--- src/sv/rpps_pkg.sv ---
package rpps_pkg;

   // Field widths of one request and one response
   localparam int CMD_W     = 4;
   localparam int ELAPSED_W = 16;
   localparam int SPEED_W   = 16;
   localparam int TURBO_W   = 2;
   localparam int LEVEL_W   = 12;
   localparam int PERIOD_W  = 18;

   // Register file port
   localparam int CSR_INDEX_W = 1;
   localparam int CSR_DATA_W  = 1;
   localparam logic [CSR_INDEX_W-1:0] CSR_DEVICE_PRESENT = 1'b0;
   localparam logic [CSR_INDEX_W-1:0] CSR_ENGINE_EFFECT  = 1'b1;

   // Internal widths
   localparam int TOTAL_W = 32;
   localparam int TIME_W  = 16;
   localparam int U_W     = 13;  // speed ratio to 0.2, units of 1/4096
   localparam int UU_W    = 25;  // its square
   localparam int MAG_W   = 10;  // speed magnitude below the period cutoff
   localparam int PER_W   = 24;  // magnitude times period scale
   localparam int LVL20_W = 17;  // intensity times 20
   localparam int PROD_W  = 42;

   typedef enum logic [CMD_W-1:0] {
      CMD_TICK     = 4'd0,
      CMD_TURBO    = 4'd1,
      CMD_REACTION = 4'd2,
      CMD_LIGHT    = 4'd3,
      CMD_SCRAPE   = 4'd4,
      CMD_SET_LVL  = 4'd5,
      CMD_ENG_ON   = 4'd6,
      CMD_ENG_OFF  = 4'd7,
      CMD_PAUSE    = 4'd8,
      CMD_RESUME   = 4'd9
   } cmd_type;

   typedef enum logic [1:0] {
      PH_IDLE = 2'd0,
      PH_ON   = 2'd1,
      PH_OFF  = 2'd2
   } phase_type;

   typedef enum logic [1:0] {
      ST_IDLE,
      ST_MUL1,
      ST_MUL2,
      ST_COMMIT
   } fsm_type;

   typedef struct packed {
      logic capture;
      logic stage1;
      logic stage2;
      logic commit;
   } ctl_type;

   localparam logic [TOTAL_W-1:0] ENDLESS_MS     = 32'hFFFF_FFFF;
   localparam logic [TIME_W-1:0]  SURFACE_OFF_MS = 16'd50;

   localparam logic [TOTAL_W-1:0] TURBO0_TOTAL = 32'd1000;
   localparam logic [TIME_W-1:0]  TURBO0_ON    = 16'd500;
   localparam logic [TOTAL_W-1:0] TURBO1_TOTAL = 32'd1500;
   localparam logic [TIME_W-1:0]  TURBO1_ON    = 16'd750;
   localparam logic [TOTAL_W-1:0] TURBO2_TOTAL = 32'd5000;
   localparam logic [TIME_W-1:0]  TURBO2_ON    = 16'd500;
   localparam logic [TIME_W-1:0]  TURBO2_OFF   = 16'd100;
   localparam logic [TOTAL_W-1:0] TURBO3_TOTAL = 32'd1000;
   localparam logic [TIME_W-1:0]  TURBO3_ON    = 16'd1000;
   localparam logic [TOTAL_W-1:0] REACT_TOTAL  = 32'd500;
   localparam logic [TIME_W-1:0]  REACT_ON     = 16'd500;
   localparam logic [TOTAL_W-1:0] LIGHT_TOTAL  = 32'd150;
   localparam logic [TIME_W-1:0]  LIGHT_ON     = 16'd150;
   localparam logic [TOTAL_W-1:0] SCRAPE_TOTAL = 32'd100;
   localparam logic [TIME_W-1:0]  SCRAPE_ON    = 16'd100;
   localparam logic [TIME_W-1:0]  NO_OFF       = 16'd0;

   // Ratio 1.0 in units of 1/4096; above it the engine period is zero
   localparam int SPEED_FULL   = 4096;
   // 1e6 / 4096 = 15625 / 64
   localparam int PERIOD_SCALE = 15625;
   localparam int PERIOD_SHIFT = 6;
   localparam int PERIOD_MAX   = 200000;
   // Squared ratio below 0.02 gives no surface pulse: 50 * uu < 2^24
   localparam int SURF_MIN_SQ  = ((1 << 24) + 49) / 50;

   function automatic logic [LVL20_W-1:0] times20(input logic [LEVEL_W-1:0] lvl);
      times20 = LVL20_W'({lvl, 4'b0000}) + LVL20_W'({lvl, 2'b00});
   endfunction

   // On time of a freshly started surface rumble: 20 * level / 256
   function automatic logic [TIME_W-1:0] surf_start_on(input logic [LEVEL_W-1:0] lvl);
      logic [LVL20_W-1:0] l20;
      l20 = times20(lvl);
      surf_start_on = TIME_W'(l20[LVL20_W-1:8]);
   endfunction

endpackage

--- src/sv/rpps_channels.sv ---
interface rpps_req_if;
   import rpps_pkg::*;

   logic                        valid;
   logic                        ready;
   logic [CMD_W-1:0]            command;
   logic [ELAPSED_W-1:0]        elapsed_ms;
   logic signed [SPEED_W-1:0]   forward_speed;
   logic [TURBO_W-1:0]          turbo_level;
   logic [LEVEL_W-1:0]          intensity;

   modport source (
      output valid, command, elapsed_ms, forward_speed, turbo_level, intensity,
      input  ready
   );

   modport sink (
      input  valid, command, elapsed_ms, forward_speed, turbo_level, intensity,
      output ready
   );
endinterface

interface rpps_rsp_if;
   import rpps_pkg::*;

   logic                  valid;
   logic                  ready;
   logic                  motor_on;
   logic [1:0]            pattern_phase;
   logic                  surface_active;
   logic                  engine_running;
   logic                  engine_period_valid;
   logic [PERIOD_W-1:0]   engine_period_us;

   modport source (
      output valid, motor_on, pattern_phase, surface_active, engine_running,
             engine_period_valid, engine_period_us,
      input  ready
   );

   modport sink (
      input  valid, motor_on, pattern_phase, surface_active, engine_running,
             engine_period_valid, engine_period_us,
      output ready
   );
endinterface

--- src/sv/rpps_ctrl.sv ---
module rpps_ctrl (
   input  logic              clock,
   input  logic              reset,
   input  logic              req_valid,
   output logic              req_ready,
   output logic              rsp_valid,
   input  logic              rsp_ready,
   output rpps_pkg::ctl_type ctl
);
   import rpps_pkg::*;

   fsm_type state_ff;
   fsm_type state_in;
   logic    rsp_valid_ff;
   logic    rsp_valid_in;
   logic    out_free;

   assign out_free  = !rsp_valid_ff || rsp_ready;
   assign rsp_valid = rsp_valid_ff;

   always_comb begin
      state_in = state_ff;
      unique case (state_ff)
         ST_IDLE: begin
            if (req_valid) state_in = ST_MUL1;
         end
         ST_MUL1:   state_in = ST_MUL2;
         ST_MUL2:   state_in = ST_COMMIT;
         ST_COMMIT: begin
            // hold until the output register can take the response
            if (out_free) state_in = ST_IDLE;
         end
         default:   state_in = ST_IDLE;
      endcase
   end

   always_comb begin
      req_ready   = (state_ff == ST_IDLE);
      ctl.capture = (state_ff == ST_IDLE) && req_valid;
      ctl.stage1  = (state_ff == ST_MUL1);
      ctl.stage2  = (state_ff == ST_MUL2);
      ctl.commit  = (state_ff == ST_COMMIT) && out_free;
   end

   always_comb begin
      priority if (ctl.commit) begin
         rsp_valid_in = 1'b1;
      end else if (rsp_ready) begin
         rsp_valid_in = 1'b0;
      end else begin
         rsp_valid_in = rsp_valid_ff;
      end
   end

   always_ff @(posedge clock) begin
      if (reset) begin
         state_ff     <= ST_IDLE;
         rsp_valid_ff <= 1'b0;
      end else begin
         state_ff     <= state_in;
         rsp_valid_ff <= rsp_valid_in;
      end
   end

`ifndef SYNTHESIS
   a_commit_shows: assert property (@(posedge clock) disable iff (reset)
      ctl.commit |=> rsp_valid_ff)
      else $error("response not presented after commit");

   a_accept_starts: assert property (@(posedge clock) disable iff (reset)
      req_valid && req_ready |=> state_ff == ST_MUL1)
      else $error("accepted request did not start the multiply chain");

   a_commit_stalls: assert property (@(posedge clock) disable iff (reset)
      state_ff == ST_COMMIT && rsp_valid_ff && !rsp_ready |=> state_ff == ST_COMMIT)
      else $error("commit overran a pending response");
`endif

endmodule

--- src/sv/rpps_dp.sv ---
module rpps_dp (
   input  logic                                 clock,
   input  logic                                 reset,
   input  rpps_pkg::ctl_type                    ctl,
   input  logic                                 csr_we,
   input  logic [rpps_pkg::CSR_INDEX_W-1:0]     csr_index,
   input  logic [rpps_pkg::CSR_DATA_W-1:0]      csr_wdata,
   input  logic [rpps_pkg::CMD_W-1:0]           req_command,
   input  logic [rpps_pkg::ELAPSED_W-1:0]       req_elapsed_ms,
   input  logic signed [rpps_pkg::SPEED_W-1:0]  req_forward_speed,
   input  logic [rpps_pkg::TURBO_W-1:0]         req_turbo_level,
   input  logic [rpps_pkg::LEVEL_W-1:0]         req_intensity,
   output logic                                 rsp_motor_on,
   output logic [1:0]                           rsp_pattern_phase,
   output logic                                 rsp_surface_active,
   output logic                                 rsp_engine_running,
   output logic                                 rsp_engine_period_valid,
   output logic [rpps_pkg::PERIOD_W-1:0]        rsp_engine_period_us
);
   import rpps_pkg::*;

   // Configuration
   logic dev_ff;
   logic eep_ff;

   // Captured request
   logic [CMD_W-1:0]     cmd_ff;
   logic [ELAPSED_W-1:0] elapsed_ff;
   logic [TURBO_W-1:0]   turbo_ff;
   logic [LEVEL_W-1:0]   inten_ff;
   logic [U_W-1:0]       u_ff;
   logic                 fast_ff;
   logic [MAG_W-1:0]     mag_ff;

   // Multiply chain
   logic [UU_W-1:0]      uu_ff;
   logic [PER_W-1:0]     per_ff;
   logic [TIME_W-1:0]    pulse_ff;
   logic [PERIOD_W-1:0]  period_ff;

   // Pattern state
   phase_type            phase_ff,  phase_in;
   logic [TOTAL_W-1:0]   total_ff,  total_in;
   logic [TIME_W-1:0]    pleft_ff,  pleft_in;
   logic [TIME_W-1:0]    on_ff,     on_in;
   logic [TIME_W-1:0]    off_ff,    off_in;
   logic                 surf_ff,   surf_in;
   logic [LEVEL_W-1:0]   lvl_ff,    lvl_in;
   logic                 eng_ff,    eng_in;
   logic                 motor_ff,  motor_in;
   logic                 pvalid_in;
   logic [PERIOD_W-1:0]  period_in;

   // Speed magnitude and ratio from the incoming request
   logic [SPEED_W:0]     speed_mag;
   logic [SPEED_W+2:0]   u5;
   logic                 u_fast;
   logic [U_W-1:0]       u_val;

   // Stage 2 products
   logic [PROD_W-1:0]    prod;
   logic                 pulse_low;
   logic [PER_W:0]       per_rnd;
   logic [PERIOD_W:0]    per_div;

   always_comb begin
      speed_mag = req_forward_speed[SPEED_W-1]
                ? (SPEED_W+1)'((SPEED_W+1)'(1 << SPEED_W) - {1'b0, req_forward_speed})
                : {1'b0, req_forward_speed};
      u5     = {speed_mag, 2'b00} + (SPEED_W+3)'(speed_mag);
      u_fast = u5 > (SPEED_W+3)'(SPEED_FULL);
      u_val  = u_fast ? U_W'(SPEED_FULL) : u5[U_W-1:0];
   end

   always_comb begin
      prod      = PROD_W'(uu_ff) * PROD_W'(times20(lvl_ff));
      pulse_low = uu_ff < UU_W'(SURF_MIN_SQ);
      // ceiling of magnitude * 15625 / 64
      per_rnd   = (PER_W+1)'(per_ff) + (PER_W+1)'((1 << PERIOD_SHIFT) - 1);
      per_div   = (PERIOD_W+1)'(per_rnd[PER_W:PERIOD_SHIFT]);
   end

   always_ff @(posedge clock) begin
      if (reset) begin
         dev_ff <= 1'b0;
         eep_ff <= 1'b0;
      end else if (csr_we) begin
         unique case (csr_index)
            CSR_DEVICE_PRESENT: dev_ff <= csr_wdata[0];
            CSR_ENGINE_EFFECT:  eep_ff <= csr_wdata[0];
            default: ;
         endcase
      end
   end

   always_ff @(posedge clock) begin
      if (ctl.capture) begin
         cmd_ff     <= req_command;
         elapsed_ff <= req_elapsed_ms;
         turbo_ff   <= req_turbo_level;
         inten_ff   <= req_intensity;
         u_ff       <= u_val;
         fast_ff    <= u_fast;
         mag_ff     <= speed_mag[MAG_W-1:0];
      end
      if (ctl.stage1) begin
         uu_ff  <= UU_W'(u_ff) * UU_W'(u_ff);
         per_ff <= PER_W'(mag_ff) * PER_W'(PERIOD_SCALE);
      end
      if (ctl.stage2) begin
         pulse_ff  <= pulse_low ? '0 : TIME_W'(prod[PROD_W-1:32]);
         period_ff <= fast_ff ? '0
                    : PERIOD_W'((PERIOD_W+1)'(PERIOD_MAX) - per_div);
      end
   end

   always_comb begin
      logic [TIME_W-1:0] on_cur;
      logic [TIME_W-1:0] pl_sub;

      phase_in  = phase_ff;
      total_in  = total_ff;
      pleft_in  = pleft_ff;
      on_in     = on_ff;
      off_in    = off_ff;
      surf_in   = surf_ff;
      lvl_in    = lvl_ff;
      eng_in    = eng_ff;
      motor_in  = motor_ff;
      pvalid_in = 1'b0;
      period_in = '0;
      on_cur    = surf_ff ? pulse_ff : on_ff;
      pl_sub    = (elapsed_ff > pleft_ff) ? '0 : pleft_ff - elapsed_ff;

      unique case (cmd_ff)
         CMD_TICK: begin
            if (dev_ff && eep_ff && eng_ff) begin
               pvalid_in = 1'b1;
               period_in = period_ff;
            end
            if (dev_ff && phase_ff != PH_IDLE) begin
               on_in = on_cur;
               if (TOTAL_W'(elapsed_ff) >= total_ff) begin
                  // pattern ends; restart the surface rumble if a level is set
                  motor_in = 1'b0;
                  total_in = '0;
                  pleft_in = '0;
                  on_in    = '0;
                  off_in   = '0;
                  phase_in = PH_IDLE;
                  if (lvl_ff != '0) begin
                     surf_in  = 1'b1;
                     total_in = ENDLESS_MS;
                     on_in    = surf_start_on(lvl_ff);
                     off_in   = SURFACE_OFF_MS;
                     phase_in = PH_OFF;
                  end
               end else begin
                  total_in = total_ff - TOTAL_W'(elapsed_ff);
                  pleft_in = pl_sub;
                  if (pl_sub == '0) begin
                     if (phase_ff == PH_OFF && on_cur != '0) begin
                        motor_in = 1'b1;
                        phase_in = PH_ON;
                        pleft_in = on_cur;
                     end else begin
                        motor_in = 1'b0;
                        phase_in = PH_OFF;
                        pleft_in = off_ff;
                     end
                  end
               end
            end
         end
         CMD_TURBO, CMD_REACTION, CMD_LIGHT, CMD_SCRAPE: begin
            if (dev_ff && (cmd_ff != CMD_SCRAPE || phase_ff == PH_IDLE)) begin
               phase_in = PH_OFF;
               surf_in  = 1'b0;
               off_in   = NO_OFF;
               priority case (cmd_ff)
                  CMD_REACTION: begin
                     total_in = REACT_TOTAL;
                     on_in    = REACT_ON;
                  end
                  CMD_LIGHT: begin
                     total_in = LIGHT_TOTAL;
                     on_in    = LIGHT_ON;
                  end
                  CMD_SCRAPE: begin
                     total_in = SCRAPE_TOTAL;
                     on_in    = SCRAPE_ON;
                  end
                  default: begin
                     unique case (turbo_ff)
                        2'd0: begin
                           total_in = TURBO0_TOTAL;
                           on_in    = TURBO0_ON;
                        end
                        2'd1: begin
                           total_in = TURBO1_TOTAL;
                           on_in    = TURBO1_ON;
                        end
                        2'd2: begin
                           total_in = TURBO2_TOTAL;
                           on_in    = TURBO2_ON;
                           off_in   = TURBO2_OFF;
                        end
                        default: begin
                           total_in = TURBO3_TOTAL;
                           on_in    = TURBO3_ON;
                        end
                     endcase
                  end
               endcase
            end
         end
         CMD_SET_LVL: begin
            lvl_in = inten_ff;
            if (inten_ff == '0 && surf_ff) begin
               // drop the surface rumble and stop the running pattern
               surf_in = 1'b0;
               if (dev_ff && phase_ff != PH_IDLE) begin
                  motor_in = 1'b0;
                  total_in = '0;
                  pleft_in = '0;
                  on_in    = '0;
                  off_in   = '0;
                  phase_in = PH_IDLE;
               end
            end else if (phase_ff == PH_IDLE) begin
               surf_in  = 1'b1;
               total_in = ENDLESS_MS;
               on_in    = surf_start_on(inten_ff);
               off_in   = SURFACE_OFF_MS;
               pleft_in = '0;
               phase_in = PH_OFF;
            end
         end
         CMD_ENG_ON:  eng_in = 1'b1;
         CMD_ENG_OFF: eng_in = 1'b0;
         CMD_PAUSE: begin
            if (dev_ff) motor_in = 1'b0;
         end
         CMD_RESUME: begin
            if (dev_ff && phase_ff == PH_ON) motor_in = 1'b1;
         end
         default: ;
      endcase
   end

   always_ff @(posedge clock) begin
      if (reset) begin
         phase_ff <= PH_IDLE;
         total_ff <= '0;
         pleft_ff <= '0;
         on_ff    <= '0;
         off_ff   <= '0;
         surf_ff  <= 1'b0;
         lvl_ff   <= '0;
         eng_ff   <= 1'b0;
         motor_ff <= 1'b0;
      end else if (ctl.commit) begin
         phase_ff <= phase_in;
         total_ff <= total_in;
         pleft_ff <= pleft_in;
         on_ff    <= on_in;
         off_ff   <= off_in;
         surf_ff  <= surf_in;
         lvl_ff   <= lvl_in;
         eng_ff   <= eng_in;
         motor_ff <= motor_in;
      end
   end

   always_ff @(posedge clock) begin
      if (ctl.commit) begin
         rsp_motor_on            <= motor_in;
         rsp_pattern_phase       <= phase_in;
         rsp_surface_active      <= surf_in;
         rsp_engine_running      <= eng_in & eep_ff;
         rsp_engine_period_valid <= pvalid_in;
         rsp_engine_period_us    <= period_in;
      end
   end

`ifndef SYNTHESIS
   a_idle_motor_off: assert property (@(posedge clock) disable iff (reset)
      phase_ff == PH_IDLE |-> !motor_ff)
      else $error("motor driven while no pattern runs");
`endif

endmodule

--- src/sv/rumble_pulse_pattern_sequencer.sv ---
// Rumble motor pulse sequencer: each request (tick, preset burst, surface
// intensity, engine start/stop, pause, resume) yields exactly one response
// with the motor level, pattern phase, surface and engine flags and, on a
// tick with the device present and the engine running, the new engine sine
// period in microseconds. A request is captured on acceptance, then states
// ST_MUL1 and ST_MUL2 run the registered multiply chain (speed ratio
// squared, then times the surface intensity, alongside the engine period
// scaling), and ST_COMMIT updates the pattern state and loads the response.
// A new request is taken only once the previous one has committed. The
// response sits in an output register, so the next request is accepted
// while it waits; a stalled response holds the state update. Registers are
// to be written through csr_we/csr_index/csr_wdata only while no request
// is in flight, which the block itself does not enforce: index 0 device
// present, index 1 engine effect present.
module rumble_pulse_pattern_sequencer (
   input  logic                              clock,
   input  logic                              reset,
   rpps_req_if.sink                          req,
   rpps_rsp_if.source                        rsp,
   input  logic                              csr_we,
   input  logic [rpps_pkg::CSR_INDEX_W-1:0]  csr_index,
   input  logic [rpps_pkg::CSR_DATA_W-1:0]   csr_wdata
);
   import rpps_pkg::*;

   ctl_type ctl;

   rpps_ctrl u_ctrl (
      .clock     (clock),
      .reset     (reset),
      .req_valid (req.valid),
      .req_ready (req.ready),
      .rsp_valid (rsp.valid),
      .rsp_ready (rsp.ready),
      .ctl       (ctl)
   );

   rpps_dp u_dp (
      .clock                   (clock),
      .reset                   (reset),
      .ctl                     (ctl),
      .csr_we                  (csr_we),
      .csr_index               (csr_index),
      .csr_wdata               (csr_wdata),
      .req_command             (req.command),
      .req_elapsed_ms          (req.elapsed_ms),
      .req_forward_speed       (req.forward_speed),
      .req_turbo_level         (req.turbo_level),
      .req_intensity           (req.intensity),
      .rsp_motor_on            (rsp.motor_on),
      .rsp_pattern_phase       (rsp.pattern_phase),
      .rsp_surface_active      (rsp.surface_active),
      .rsp_engine_running      (rsp.engine_running),
      .rsp_engine_period_valid (rsp.engine_period_valid),
      .rsp_engine_period_us    (rsp.engine_period_us)
   );

endmodule
--- src/flat_wrapper.sv ---
// flat-port wrapper written by rule: the top's interface ports become plain ports
module rumble_pulse_pattern_sequencer_flat import rpps_pkg::*;
  (clock, reset, csr_we, csr_index, csr_wdata, req_valid, req_command, req_elapsed_ms, req_forward_speed, req_turbo_level, req_intensity, req_ready, rsp_valid, rsp_motor_on, rsp_pattern_phase, rsp_surface_active, rsp_engine_running, rsp_engine_period_valid, rsp_engine_period_us, rsp_ready);
  rpps_req_if req_i ();
  rpps_rsp_if rsp_i ();
  input  logic clock;
  input  logic reset;
  input  logic csr_we;
  input  logic [rpps_pkg::CSR_INDEX_W-1:0] csr_index;
  input  logic [rpps_pkg::CSR_DATA_W-1:0] csr_wdata;
  input wire logic [$bits(req_i.valid)-1:0] req_valid;
  input wire logic [$bits(req_i.command)-1:0] req_command;
  input wire logic [$bits(req_i.elapsed_ms)-1:0] req_elapsed_ms;
  input wire logic [$bits(req_i.forward_speed)-1:0] req_forward_speed;
  input wire logic [$bits(req_i.turbo_level)-1:0] req_turbo_level;
  input wire logic [$bits(req_i.intensity)-1:0] req_intensity;
  output wire logic [$bits(req_i.ready)-1:0] req_ready;
  output wire logic [$bits(rsp_i.valid)-1:0] rsp_valid;
  output wire logic [$bits(rsp_i.motor_on)-1:0] rsp_motor_on;
  output wire logic [$bits(rsp_i.pattern_phase)-1:0] rsp_pattern_phase;
  output wire logic [$bits(rsp_i.surface_active)-1:0] rsp_surface_active;
  output wire logic [$bits(rsp_i.engine_running)-1:0] rsp_engine_running;
  output wire logic [$bits(rsp_i.engine_period_valid)-1:0] rsp_engine_period_valid;
  output wire logic [$bits(rsp_i.engine_period_us)-1:0] rsp_engine_period_us;
  input wire logic [$bits(rsp_i.ready)-1:0] rsp_ready;
  assign req_i.valid = req_valid;
  assign req_i.command = req_command;
  assign req_i.elapsed_ms = req_elapsed_ms;
  assign req_i.forward_speed = req_forward_speed;
  assign req_i.turbo_level = req_turbo_level;
  assign req_i.intensity = req_intensity;
  assign req_ready = req_i.ready;
  assign rsp_valid = rsp_i.valid;
  assign rsp_motor_on = rsp_i.motor_on;
  assign rsp_pattern_phase = rsp_i.pattern_phase;
  assign rsp_surface_active = rsp_i.surface_active;
  assign rsp_engine_running = rsp_i.engine_running;
  assign rsp_engine_period_valid = rsp_i.engine_period_valid;
  assign rsp_engine_period_us = rsp_i.engine_period_us;
  assign rsp_i.ready = rsp_ready;
  rumble_pulse_pattern_sequencer u_core (.clock(clock), .reset(reset), .req(req_i), .rsp(rsp_i), .csr_we(csr_we), .csr_index(csr_index), .csr_wdata(csr_wdata));
endmodule
--- config.mk ---
export PLATFORM = sky130hd
export DESIGN_NAME = rumble_pulse_pattern_sequencer_flat
export DESIGN_NICKNAME = d
export VERILOG_FILES = /design/src/sv/rpps_pkg.sv /design/src/sv/rpps_channels.sv /design/src/sv/rpps_ctrl.sv /design/src/sv/rpps_dp.sv /design/src/sv/rumble_pulse_pattern_sequencer.sv /design/src/flat_wrapper.sv
export SDC_FILE = /design/constraint.sdc
export NUM_CORES = 2
export LEC_CHECK = 0
export BUFFER_PORTS_ARGS = -buffer_cell sky130_fd_sc_hd__buf_2
export CAP_MARGIN = 20
export CORE_ASPECT_RATIO = 0.5
export CORE_MARGIN = 4
export CORE_UTILIZATION = 55
export DETAILED_ROUTE_END_ITERATION = 8
export HOLD_SLACK_MARGIN = 0.06
export PLACE_DENSITY = 0.72
export SKIP_CTS_REPAIR_TIMING = 1
export SLEW_MARGIN = 40
export SYNTH_ARGS = -nofsm -noshare
export SYNTH_HDL_FRONTEND = slang
export SYNTH_HIERARCHICAL = 1
export SYNTH_SLANG_ARGS = --single-unit
--- constraint.sdc ---
create_clock -name clock -period 22.3 [get_ports clock]
set_input_delay 1.115 -clock clock [delete_from_list [all_inputs] [get_ports clock]]
set_output_delay 1.115 -clock clock [all_outputs]
set_load 0.1 [all_outputs]
==> impl_results.md <==
* Yosys warnings at 6
* Number of antenna-violating nets in the routed design at 0
* Number of synthesized flops with an enable pin at 158
* Worst hold path class: reg -> reg
* Highest Clock Rate at approximately 100 MHz
* Pin count of the biggest net entering global routing at 66
* Register area at ~6500 um^2
* Fraction of synthesized cell area taken by the top area cell type at approximately a quarter
* Final TNS setup at 0 ps
* Crit path max fanout at 26
* Clock insertion delay at the later pin of the skew report at about 600 ps
* Cell with the biggest individual delay on the critical path: sky130_fd_sc_hd__nand2_1
* Number of levels in the clock H-tree at 1
* Path depth of the worst reg2reg path at 32
* Post-detailed-route via-to-cell ratio at about 5.6
* IR drop worst, VDD at between 0.15 and 0.2 mV
* Clock-pin transition on the worst setup and hold timing paths at approximately 60 ps
* Top cell types by occurrence after synthesis: 583 x sky130_fd_sc_hd__inv_1, 420 x sky130_fd_sc_hd__fa_1, 382 x sky130_fd_sc_hd__nand2_1
* Library cell occupying the most area in the post-synthesis netlist: sky130_fd_sc_hd__fa_1
* Most frequently used flop master after synthesis: sky130_fd_sc_hd__edfxtp_1
* Top cells by area in the synthesized netlist: sky130_fd_sc_hd__fa_1 27%, sky130_fd_sc_hd__edfxtp_1 15%, sky130_fd_sc_hd__ha_1 14%
* Core ar. at approximately 56000 um^2
* Maximum clock path buffer count at 3
* Filler cell count in the final layout at between 4000 and 5000
* Vias after detailed routing at around 24000
* GRT Util Overall at around a quarter
* Height of the chip at 178 um
* Uppermost routed layer: met4
* Crit path depth at 32
* Run status: finished clean
* Final critical delay including setup and external delays at a little under 10000 ps
* Hold depth at 2
* First-iteration detailed-routing DRC count at approximately 1700
* Slew Limit Headroom at roughly 44%
* Cell family with most CP delay: adder cells
* Post-synthesis async set-or-reset flop share at 0%
* Number of cells in the design after placement at about 4100
* Final wirelength at roughly 72000 um
* Total Nets Final at 4238
* Data required time of the worst path at between 20000 and 25000 ps
* Layout cells sized above 1 at under 10%
* Met2 routed WL at 34900 um
* Max Slew Vio Count at 0
* Worst Tran Pin Value at roughly 830 ps
* Mean area per synthesized cell at around 9.3 um^2
* Number of antenna violations at the first check in global routing at 1
* Area growth from synthesis to layout at 6.27%
* TritonCTS clock tree: built
* Pwr/cell area at about 140 nW/um^2
* IO Pins at 83
* First-pass GRT wire length at 121000 um
* Starting Density at between 50% and 60%
* CTS sink count at about 250
* Met1 WL at 31200 um
* Count of buffers inserted at the top-level ports at 82
* Total leakage power at 0.0163 uW
* Sum of buffers and inverters on the critical path at 5
* TritonRoute pass-1 iters at 6
* Post-synthesis sequential element count at ~250
* Critical path launch point type: flop
* Setup repair after global routing missed its margin: false
* Routability Congestion at about 0.89
* Final HPWL from detailed placement at 56300 um
* Max-capacitance violation count at 0
* Via count of the first global-routing pass at 24325
* Yosys cell types at 84
* Crit. End Element: flop
* Clock tree root driver cell: sky130_fd_sc_hd__clkbuf_16
* Die Width at between 300 and 400 um
* Post-synthesis cell count at 3402
* Post-route DRC at 0
* Sequential element share of the synthesized area at between 20% and 30%
* Share of the clock period used by the worst path after layout at 43.2%
* Die ar. at 61700 um^2
* Reg-to-reg slack, setup at around 13000 ps
* Most common cell in the synthesized netlist: sky130_fd_sc_hd__inv_1
* Final routed wire length divided by cell count at 17.2 um
* Total standard cell area after synthesis at 31600 um^2
* GRT overflow at 0
* Start-to-end type of the worst setup path: reg -> reg
* CTS Buf Count at 26
* Final hold violation count at 0
* Area used by multi-input combinational logic at approximately 23000 um^2
* Length of routed met3 wiring at between 4000 and 5000 um
* Most frequent CP cell: sky130_fd_sc_hd__fa_1
* Count of final setup violators at 0
* Worst setup skew after layout at 48.8 ps
* Largest incremental delay on the critical path at between 600 and 700 ps
* Number of antenna cells inserted at 0
* Non-filler cells in the finished layout at ~4200
* Arrival time of the worst setup path at 9950 ps
* Cell Rows at between 60 and 70
-- cells by family (layout without fill, tap and decap cells) --
group           after synthesis  count (layout)  synth area share [%]
simple gates               1053            1053                  16.2
fa+ha+maj                   762             762                  40.1
buf+inv                     708             734                  8.46
compound gates              475             475                  10.2
flops                       247             247                  20.6
xor+xnor                    137             137                  3.79
mux                          18              18                 0.645
other cells                   2              11                0.0237
-- cell usage in the layout, fill, tap and decap left out, drive strengths merged, types with 8 or more instances in the layout --
cell type,netlist,routed
edfxtp,158,158
dfxtp,89,89
clkbuf,114,31
clkinv,0,11
or3,18,18
a31oi,15,15
a21o,42,42
and3,14,14
and4,8,8
inv,583,586
a311oi,13,13
nor3,62,62
a221oi,11,11
o21bai,11,11
nand4,20,20
nor4,19,19
o31ai,18,18
nand2b,49,49
o21ai,84,84
o211ai,9,9
fa,420,420
xor2,50,50
or4,10,10
and2,174,174
nor2b,45,45
nor2,189,189
o21a,28,28
a21oi,129,129
a211oi,19,19
xnor2,87,87
mux2,13,13
nand3,36,36
buf,11,105
nand2,382,382
a221o,8,8
ha,342,342
conb,2,11
-- per-layer routing --
metal / vias to the layer above / global-route usage [%]
met2: 688 / 41.9
met4: 0 / 5.07
met5: - / 0
met1: 11658 / 31.5
li1: 11135 / -
met3: 106 / 4.12
-- final cells by class --
type,instances,area share (%)
tap,756,2.81
clock buffer,31,1.99
inverter,583,6.51
sequential,247,19.4
clock inverter,15,0.335
timing repair buffer,105,1.75
multi-input combinational,2456,67.2
-- worst register-to-register path, delay by kind of cell (launching register included) --
family          cells  cell delay [ps]
simple gates        9             2390
buf+inv             5              490
fa+ha+maj           9             3950
compound gates      8             2070
flops               1              310
xor+xnor            1              140
-- state kept, by name, summed over array words and instances, names as in the netlist, 3 cells and up --
name	count
u_core/u_dp/total_ff	32
u_core/u_dp/per_ff	24
u_core/u_dp/uu_ff	24
u_core/u_dp/period_ff	18
u_core/u_dp/rsp_engine_period_us	18
u_core/u_dp/elapsed_ff	16
u_core/u_dp/on_ff	16
u_core/u_dp/pleft_ff	16
u_core/u_dp/u_ff	13
u_core/u_dp/inten_ff	12
u_core/u_dp/lvl_ff	12
u_core/u_dp/mag_ff	10
u_core/u_dp/pulse_ff	10
u_core/u_dp/cmd_ff	4
u_core/u_dp/off_ff	3
-- path summary, 6_finish.rpt --
path                              start                       to
setup / recovery  u_core/u_dp/lvl_ff[0]  u_core/u_dp/pulse_ff[9]
hold / removal     u_core/u_dp/on_ff[4]     u_core/u_dp/on_ff[4]
setup reg to reg  u_core/u_dp/lvl_ff[0]  u_core/u_dp/pulse_ff[9]
hold reg to reg    u_core/u_dp/on_ff[4]     u_core/u_dp/on_ff[4]
-- stage by stage --
| stage | cell area (um^2) | power, uW | worst slack [ps] | utilization (%) | hold WS (ps) |
|---|---|---|---|---|---|
| finish | 33600 | 4720 | 12660 | 59.8 | 467 |
| global route | 33600 | 5280 | 11960 | 59.8 | 471 |
| CTS | 33600 | 4760 | 12700 | 59.7 | 463 |
| detailed placement | 32800 | 4300 | 12730 | 58.3 | 453 |
| global placement | 32800 | 4200 | 13000 | 58.3 | 442 |
| floorplan | 31700 | 3620 | 13790 | - | 429 |
-- where the power goes --
group / internal (uW) / total (uW) / switching (uW) / leakage [uW]
combinational: 1460 / 3290 / 1830 / 0.0138
clock: 226 / 423 / 197 / 0.000381
sequential: 788 / 1010 / 223 / 0.00219
(Power assumes the default switching activity.)
